<file path="src/rtl/ertbl_pkg.sv">
// ----------------------------------------------------------------------------
// ertbl_pkg
// Shared constants, status codes and controller/datapath interface types
// for the extended residue table engine.
// ----------------------------------------------------------------------------
package ertbl_pkg;

	localparam int ERT_MAX_WEIGHTS = 8;
	localparam int ERT_TABLE_DEPTH = 4096;
	localparam int ERT_VALUE_BITS  = 40;

	localparam int MASS_W   = 40;
	localparam int LEVEL_W  = 3;
	localparam int STATUS_W = 2;
	localparam int S_DATA_W = 48;
	localparam int M_DATA_W = 48;

	localparam logic [STATUS_W-1:0] ST_OK        = 2'd0;
	localparam logic [STATUS_W-1:0] ST_BAD_FIRST = 2'd1;
	localparam logic [STATUS_W-1:0] ST_OVERFLOW  = 2'd2;
	localparam logic [STATUS_W-1:0] ST_NOT_READY = 2'd3;

	typedef struct packed {
		logic                capture;
		logic                list_clear;
		logic                load_store;
		logic                set_ready;
		logic                div_start;
		logic                div_weight;
		logic                init_first;
		logic                init_wr;
		logic                build_first;
		logic                gcd_init;
		logic                gcd_step;
		logic                p_first;
		logic                p_next;
		logic                j_next;
		logic                scan_first;
		logic                scan_rd;
		logic                scan_cmp;
		logic                fill_first;
		logic                fill_wr;
		logic                walk_first;
		logic                walk_rd;
		logic                walk_wr;
		logic                q_rd;
		logic                res_write;
		logic                res_query;
		logic [STATUS_W-1:0] res_status;
	} dp_cmd_t;

	typedef struct packed {
		logic func;
		logic last;
		logic first_bad;
		logic full;
		logic query_ok;
		logic div_done;
		logic init_last;
		logic one_weight;
		logic gcd_done;
		logic stride_last;
		logic n_inf;
		logic walk_last;
		logic p_last;
		logic j_last;
		logic out_busy;
	} dp_stat_t;

endpackage

</file>
<file path="src/rtl/ertbl_ctrl.sv">
// ----------------------------------------------------------------------------
// ertbl_ctrl
// Controller: decodes each word, sequences the table build and the query
// lookup, and hands the result to the output register.
// ----------------------------------------------------------------------------
module ertbl_ctrl import ertbl_pkg::*; (
	input  logic     clk,
	input  logic     arst_n,
	input  logic     in_valid,
	output logic     in_ready,
	output dp_cmd_t  cmd,
	input  dp_stat_t stat
);

	typedef enum logic [15:0] {
		S_IDLE     = 16'h0001,
		S_DECODE   = 16'h0002,
		S_QDIV     = 16'h0004,
		S_INIT     = 16'h0008,
		S_WSTART   = 16'h0010,
		S_WDIV     = 16'h0020,
		S_GCD      = 16'h0040,
		S_PSTART   = 16'h0080,
		S_SCAN_RD  = 16'h0100,
		S_SCAN_CMP = 16'h0200,
		S_SCAN_END = 16'h0400,
		S_FILL     = 16'h0800,
		S_WALK_RD  = 16'h1000,
		S_WALK_WR  = 16'h2000,
		S_PNEXT    = 16'h4000,
		S_RESULT   = 16'h8000
	} state_t;

	state_t              state_q, state_d;
	logic [STATUS_W-1:0] res_status_q, res_status_d;
	logic                res_query_q, res_query_d;

	always_comb begin
		state_d      = state_q;
		res_status_d = res_status_q;
		res_query_d  = res_query_q;
		cmd          = '0;
		in_ready     = 1'b0;
		unique case (state_q)
			S_IDLE: begin
				in_ready = 1'b1;
				if (in_valid) begin
					cmd.capture = 1'b1;
					state_d     = S_DECODE;
				end
			end
			S_DECODE: begin
				res_query_d  = 1'b0;
				res_status_d = ST_OK;
				if (!stat.func) begin
					if (stat.first_bad) begin
						cmd.list_clear = 1'b1;
						res_status_d   = ST_BAD_FIRST;
						state_d        = S_RESULT;
					end else if (stat.full) begin
						cmd.list_clear = 1'b1;
						res_status_d   = ST_OVERFLOW;
						state_d        = S_RESULT;
					end else begin
						cmd.load_store = 1'b1;
						if (stat.last) begin
							cmd.init_first = 1'b1;
							state_d        = S_INIT;
						end else begin
							state_d = S_RESULT;
						end
					end
				end else if (!stat.query_ok) begin
					res_status_d = ST_NOT_READY;
					state_d      = S_RESULT;
				end else begin
					cmd.div_start = 1'b1;
					state_d       = S_QDIV;
				end
			end
			S_QDIV: begin
				if (stat.div_done) begin
					cmd.q_rd    = 1'b1;
					res_query_d = 1'b1;
					state_d     = S_RESULT;
				end
			end
			S_INIT: begin
				cmd.init_wr = 1'b1;
				if (stat.init_last) begin
					if (stat.one_weight) begin
						cmd.set_ready = 1'b1;
						state_d       = S_RESULT;
					end else begin
						cmd.build_first = 1'b1;
						state_d         = S_WSTART;
					end
				end
			end
			S_WSTART: begin
				cmd.div_start  = 1'b1;
				cmd.div_weight = 1'b1;
				state_d        = S_WDIV;
			end
			S_WDIV: begin
				if (stat.div_done) begin
					cmd.gcd_init = 1'b1;
					state_d      = S_GCD;
				end
			end
			S_GCD: begin
				if (stat.gcd_done) begin
					cmd.p_first = 1'b1;
					state_d     = S_PSTART;
				end else begin
					cmd.gcd_step = 1'b1;
				end
			end
			S_PSTART: begin
				cmd.scan_first = 1'b1;
				state_d        = S_SCAN_RD;
			end
			S_SCAN_RD: begin
				cmd.scan_rd = 1'b1;
				state_d     = S_SCAN_CMP;
			end
			S_SCAN_CMP: begin
				cmd.scan_cmp = 1'b1;
				state_d      = stat.stride_last ? S_SCAN_END : S_SCAN_RD;
			end
			S_SCAN_END: begin
				if (stat.n_inf) begin
					cmd.fill_first = 1'b1;
					state_d        = S_FILL;
				end else begin
					cmd.walk_first = 1'b1;
					state_d        = S_WALK_RD;
				end
			end
			S_FILL: begin
				cmd.fill_wr = 1'b1;
				if (stat.stride_last)
					state_d = S_PNEXT;
			end
			S_WALK_RD: begin
				cmd.walk_rd = 1'b1;
				state_d     = S_WALK_WR;
			end
			S_WALK_WR: begin
				// back at the minimum's residue closes the cycle
				cmd.walk_wr = 1'b1;
				state_d     = stat.walk_last ? S_PNEXT : S_WALK_RD;
			end
			S_PNEXT: begin
				if (!stat.p_last) begin
					cmd.p_next = 1'b1;
					state_d    = S_PSTART;
				end else if (!stat.j_last) begin
					cmd.j_next = 1'b1;
					state_d    = S_WSTART;
				end else begin
					cmd.set_ready = 1'b1;
					state_d       = S_RESULT;
				end
			end
			S_RESULT: begin
				cmd.res_status = res_status_q;
				cmd.res_query  = res_query_q;
				if (!stat.out_busy) begin
					cmd.res_write = 1'b1;
					state_d       = S_IDLE;
				end
			end
			default: state_d = S_IDLE;
		endcase
	end

	always_ff @(posedge clk or negedge arst_n) begin
		if (!arst_n) begin
			state_q      <= S_IDLE;
			res_status_q <= ST_OK;
			res_query_q  <= 1'b0;
		end else begin
			state_q      <= state_d;
			res_status_q <= res_status_d;
			res_query_q  <= res_query_d;
		end
	end

endmodule

</file>
<file path="config.mk">
export PLATFORM = sky130hd
export DESIGN_NAME = ertbl_ctrl
export DESIGN_NICKNAME = d
export VERILOG_FILES = /design/src/rtl/ertbl_pkg.sv /design/src/rtl/ertbl_ctrl.sv
export SDC_FILE = /design/constraint.sdc
export NUM_CORES = 1
export LEC_CHECK = 0
export BUFFER_PORTS_ARGS = -buffer_cell sky130_fd_sc_hd__buf_2
export CAP_MARGIN = 20
export CORE_ASPECT_RATIO = 0.6
export CORE_MARGIN = 4
export CORE_UTILIZATION = 30
export CTS_CLUSTER_SIZE = 30
export DETAILED_ROUTE_END_ITERATION = 7
export PLACE_DENSITY = 0.63
export SYNTH_ARGS = -nofsm -noshare
export SYNTH_HDL_FRONTEND = slang
export SYNTH_SLANG_ARGS = --single-unit
</file>
<file path="constraint.sdc">
create_clock -name clk -period 2.8 [get_ports clk]
set_input_delay 0.84 -clock clk [delete_from_list [all_inputs] [get_ports clk]]
set_output_delay 0.84 -clock clk [all_outputs]
set_load 0.02 [all_outputs]
</file>
## After elaboration in Yosys (flattened, before gate mapping)

Index checks and enable logic that the tools add are counted.

- Add/subtract/negate cells: 0
- $mul: 0
- Divide/modulo/power cells: 0
- $lt $le $gt $ge: 0
- Eq/ne operators: 23
- Shift-type cells: 0
- Multiplexer cells: 73
- Bitwise logic cells: 0
- Reductions and logical operators: 3

Operators with widths:

| cell | number |
|---|---|
| 16-bit case mux with 16 select lines | 1 |
| 16-bit two-way mux | 15 |
| 1-bit two-way mux | 41 |
| 2-bit two-way mux | 9 |
| 16-bit by 1-bit == test with 1-bit output (second input constant) | 1 |
| 16-bit by 10-bit == test with 1-bit output (second input constant) | 1 |
| 16-bit by 11-bit == test with 1-bit output (second input constant) | 1 |
| 16-bit by 12-bit == test with 1-bit output (second input constant) | 1 |
| 16-bit by 13-bit == test with 1-bit output (second input constant) | 1 |
| 16-bit by 14-bit == test with 1-bit output (second input constant) | 1 |
| 16-bit by 15-bit == test with 1-bit output (second input constant) | 1 |
| 16-bit == test (second input constant) | 1 |
| 16-bit by 2-bit == test with 1-bit output (second input constant) | 1 |
| 16-bit by 3-bit == test with 1-bit output (second input constant) | 1 |
| 16-bit by 4-bit == test with 1-bit output (second input constant) | 1 |
| 16-bit by 5-bit == test with 1-bit output (second input constant) | 1 |
| 16-bit by 6-bit == test with 1-bit output (second input constant) | 1 |
| 16-bit by 7-bit == test with 1-bit output (second input constant) | 1 |
| 16-bit by 8-bit == test with 1-bit output (second input constant) | 1 |
| 16-bit by 9-bit == test with 1-bit output (second input constant) | 1 |
| 15-bit two-way mux | 1 |
| 2-bit inequality test (second input constant) | 7 |
| 13-bit two-way mux | 1 |
| 11-bit two-way mux | 1 |
| other kinds (5) | 7 |

- Flip-flop bits (word level): 19
- Latch bits: 0
- Memory bits (writable): 0
- Bits in read-only memories: 0
- Input bits: 18
- Output and inout bits: 28
- Logic and storage cells: 102
- Memories: 0

## Depth between registers and ports, before layout

- Depth after elaboration: 5
- Depth in mapped cells: 7
- Depth with buffers taken out: 5

## Worst setup path after synthesis

No wires, ideal clock.

- Path kind: reg2out
- From: reg state_q[3]
- To: out cmd[6] (netlist name)
- Data arrival time: 2.459 ns
- Data required time: 1.960 ns
- Slack: -0.499 ns
- Cell stages (with the launch flop): 6
- Path buffers: 2
- Path through: dfrtp_1 or4_1 buf_2 or4_4 buf_6 nor4b_1

RTL lines:

| item | line | source |
|---|---|---|
| start, declared | ertbl_ctrl.sv:34 | `state_t state_q, state_d;` |
| start signal, assigned | ertbl_ctrl.sv:184 | `state_q <= state_d;` |
| end, declared | ertbl_ctrl.sv:11 | `output dp_cmd_t cmd,` |

==> run_results.csv <==
group,metric,value,unit
hold_path,hold_depth,2,
pwr,peakVddDrop,0.336,mV
placed_design,pre_cts_slack,-0.137,ns
pwr,leakagePower,1.22,nW
die,core_region_area,0.00430,mm²
die,boundaryPins,46,
logic_synthesis,synth_most_common_cell,"dfrtp_1",
logic_synthesis,synth_area_leaders,"dfrtp_1, o21ai_0, nor2_1",
global_routing,grt_pass1_wl,8340,µm
global_routing,grt.total_usage,0.189,
logic_synthesis,yosys_warnings,0,
sta,tightest_slew,0.493,ns
worst_setup_path,required,1.96,ns
global_routing,grt_pass1_vias,1683,
global_routing,grt_overflow,0,
worst_setup_path,startpoint,"state_q[11]",
pwr,powerDensity,570,mW/mm²
finish,nFillCells,344,
pwr,power.internal,0.908,mW
finish,drive_gt1_frac,0.612,
sta,rsz0062_at_grt,"yes",
sta,setup_viol,24,
outcome,violations,"setup timing",
worst_setup_path,worstSetupStartpointType,"flop",
finish,multi_input_area,0.00122,mm²
die,die-area,0.00586,mm²
sta,holdWs,0.494,ns
logic_synthesis,synthArstFlopShare,1.00,
logic_synthesis,synth_fp_nets,189,
sta,slew_violations,0,
worst_setup_path,crit_path_end,"cmd[6]",
die,die_x,96.2,µm
worst_setup_path,crit_arrival,2.31,ns
die,die_h,60.9,µm
clock_network,clk_pin_slew,0.08,ns
clock_network,cts_tree,"yes",
sta,fin_crit_sh,1.13,
worst_setup_path,cp.depth,5,
pwr,p_seq_frac,0.226,
pwr,p_total,1.54,mW
finish,num_antenna_cells,0,
finish,nets,292,
hold_path,hp-class,"reg2reg",
finish,stdcell_area,0.00271,mm²
worst_setup_path,worst-r2r-setup-slack,0.46,ns
die,start_util,0.326,
logic_synthesis,syn_avg_cell_area,8.19,µm²
worst_setup_path,crit_path_cell_trace,"or4_4 > or4_4 > buf_4 > nor4b_4 > buf_4",
sta,setup_ws,-0.354,ns
flow_run,drv_cap,0,
global_routing,grt_max_degree,20,
worst_setup_path,cp_max_fo,4,
logic_synthesis,synth_largest_area_cell,"dfrtp_1",
pwr,p_sw,0.635,mW
pwr,sw_frac_of_total,0.411,
placed_design,dpl_cell_area,0.00215,mm²
clock_network,cts_root_buffer,"clkbuf_8",
die,num_rows,18,
logic_synthesis,synth_ff_type,"dfrtp_1",
route,first_pass_iters,4,
outcome,status,"finished, violations left",
clock_network,clock_latency,0.27,ns
worst_setup_path,critPathKind,"reg2out",
worst_setup_path,critPathBufInv,2,
route,wire_per_inst,16.0,µm
clock_network,htree_levels,1,
placed_design,hpwl,3850,µm
pwr,p_clk_frac,0.133,
logic_synthesis,synthesis.area,0.00140,mm²
pwr,pwr-share-comb,0.641,
sta,slew-limit-headroom,0.668,
worst_setup_path,critPathTopFamily,"simple AND/OR/NAND/NOR gates",
logic_synthesis,ys_seq_area_frac,0.340,
worst_setup_path,reg2reg_from,"state_q[11]",
sta,period_minus_slack,3.15,ns
placed_design,port_buffers,45,
sta,fin_skew,0.00605,ns
sta,max_freq,317,MHz
worst_setup_path,r2r_end,"state_q[4]",
logic_synthesis,synth_common_cells,"dfrtp_1, nor2_1, o21ai_0",
sta,hold_viol_final,0,
placed_design,place_congestion,0.951,
logic_synthesis,ys_ff_latch,19,
finish,area_growth,93.3,%
clock_network,cts_buffer_depth,2,
finish,regArea,479,µm²
route,avgViaCountPerCell,5.22,
route,drtIter0Drc,88,
route,finalWirelength,5330,µm
logic_synthesis,synth_top_area_share,0.321,
worst_setup_path,r2r_cells,6,
clock_network,cts-buffers-inserted,3,
logic_synthesis,syn_inst,171,
route,vias,1737,
worst_setup_path,cp-end-kind,"primary output",
finish,fin_util,0.630,
worst_setup_path,crit_slowest_cell,"or4_4",
global_routing,antenna_found_initial,0,
clock_network,clock_sinks,19,
route,drtAntennaViolNets,0,
worst_setup_path,critPathMaxStageDelay,0.57,ns
route,route.detailed.drc,0,
logic_synthesis,synth-edff-count,0,
logic_synthesis,synth.distinct_cells,48,
## layer usage
| metal | vias up | GRT usage | share of wire |
|---|---|---|---|
| li1 | 841 | - | - |
| met3 | 4 | 0.0384 | 0.088 |
| met1 | 836 | 0.283 | 0.48 |
| met4 | 0 | 0.0324 | 0.0051 |
| met2 | 56 | 0.286 | 0.43 |
| met5 | - | 0 | 0 |
## worst min-delay path by stage
stage	start	endpoint	slack (ns)
6_report	res_status_q[0]	res_status_q[0]	0.49
5_1_grt	res_query_q	res_query_q	0.54
4_1_cts	res_status_q[1]	res_status_q[1]	0.49
3_5_place_dp	res_status_q[1]	res_status_q[1]	0.47
3_3_place_gp	res_status_q[1]	res_status_q[1]	0.46
2_1_floorplan	res_status_q[0]	res_status_q[0]	0.44
## sequential cells by signal (all words and copies together), names as in the netlist
register	count
res_query_q	1
res_status_q	2
state_q	16
## cell families after synthesis
group                     Yosys count  share of synthesized area
and+or+nand+nor                   101                      0.440
xor gates and xnor gates            4                     0.0250
buffers and inverters              13                     0.0411
AOI/OAI and AO/OA                  34                      0.154
DFF                                19                      0.340
## power by group through the flow
stage | combinational (mW) | sequential, mW | clock (mW)
after floorplan | 0.437 | 0.356 | 0
after global placement | 0.665 | 0.346 | 0
after detailed placement | 0.674 | 0.347 | 0
after CTS | 0.865 | 0.346 | 0.207
after global routing | 1.05 | 0.353 | 0.220
final | 0.990 | 0.348 | 0.206
## repair_timing
action,in CTS,in global routing
hold buffers,0,0
resized for setup,76,26
setup endpoints to repair,26,27
setup buffers,11,7
pin swaps,20,12
gates cloned,0,0
## cell type report
type                       instances  area share
multi-input combinational        139       0.449
timing repair buffer             106       0.321
sequential                        19       0.177
tap                               60      0.0277
clock buffer                       3      0.0152
inverter                           5     0.00693
clock inverter                     1     0.00277
## cell usage in the layout (no fill, tap or decap), types with 3 or more instances in the layout
cell type  Yosys  routed
or4b_4         0       3
nor2b_1        5       3
buf_2          1      18
a21oi_1        3       3
nor2_4         0       8
buf_6          1      32
dfrtp_1       18      16
and2_1         7       3
or4_4          1       8
nor3_4         0       5
nor4_4         0       7
nor4_1         9       3
and2_4         0       4
clkbuf_8       0       3
or2_2          3       3
nand2_1       12      11
o21ai_0       15      14
buf_4          0      56
nor2_1        17       9
inv_1          5       5
xor2_1         3       3
nand2b_1       9       9
## metrics by stage
stage,std cells,setup TNS (ns)
after floorplan,171,-0.879
after global placement,312,-0.944
after detailed placement,312,-1.11
after CTS,327,-5.45
after global routing,333,-7.64
final,333,-5.89
## worst register-to-register path, stage by stage, from the launching register on
cell and delay [ns]:
dfrtp_1 0.40, or4_4 0.54, or4_4 0.57, or2_4 0.30, buf_4 0.17, a2bb2oi_1 0.18
nor2_1 0.12
Power figures use the tool's default switching activity.
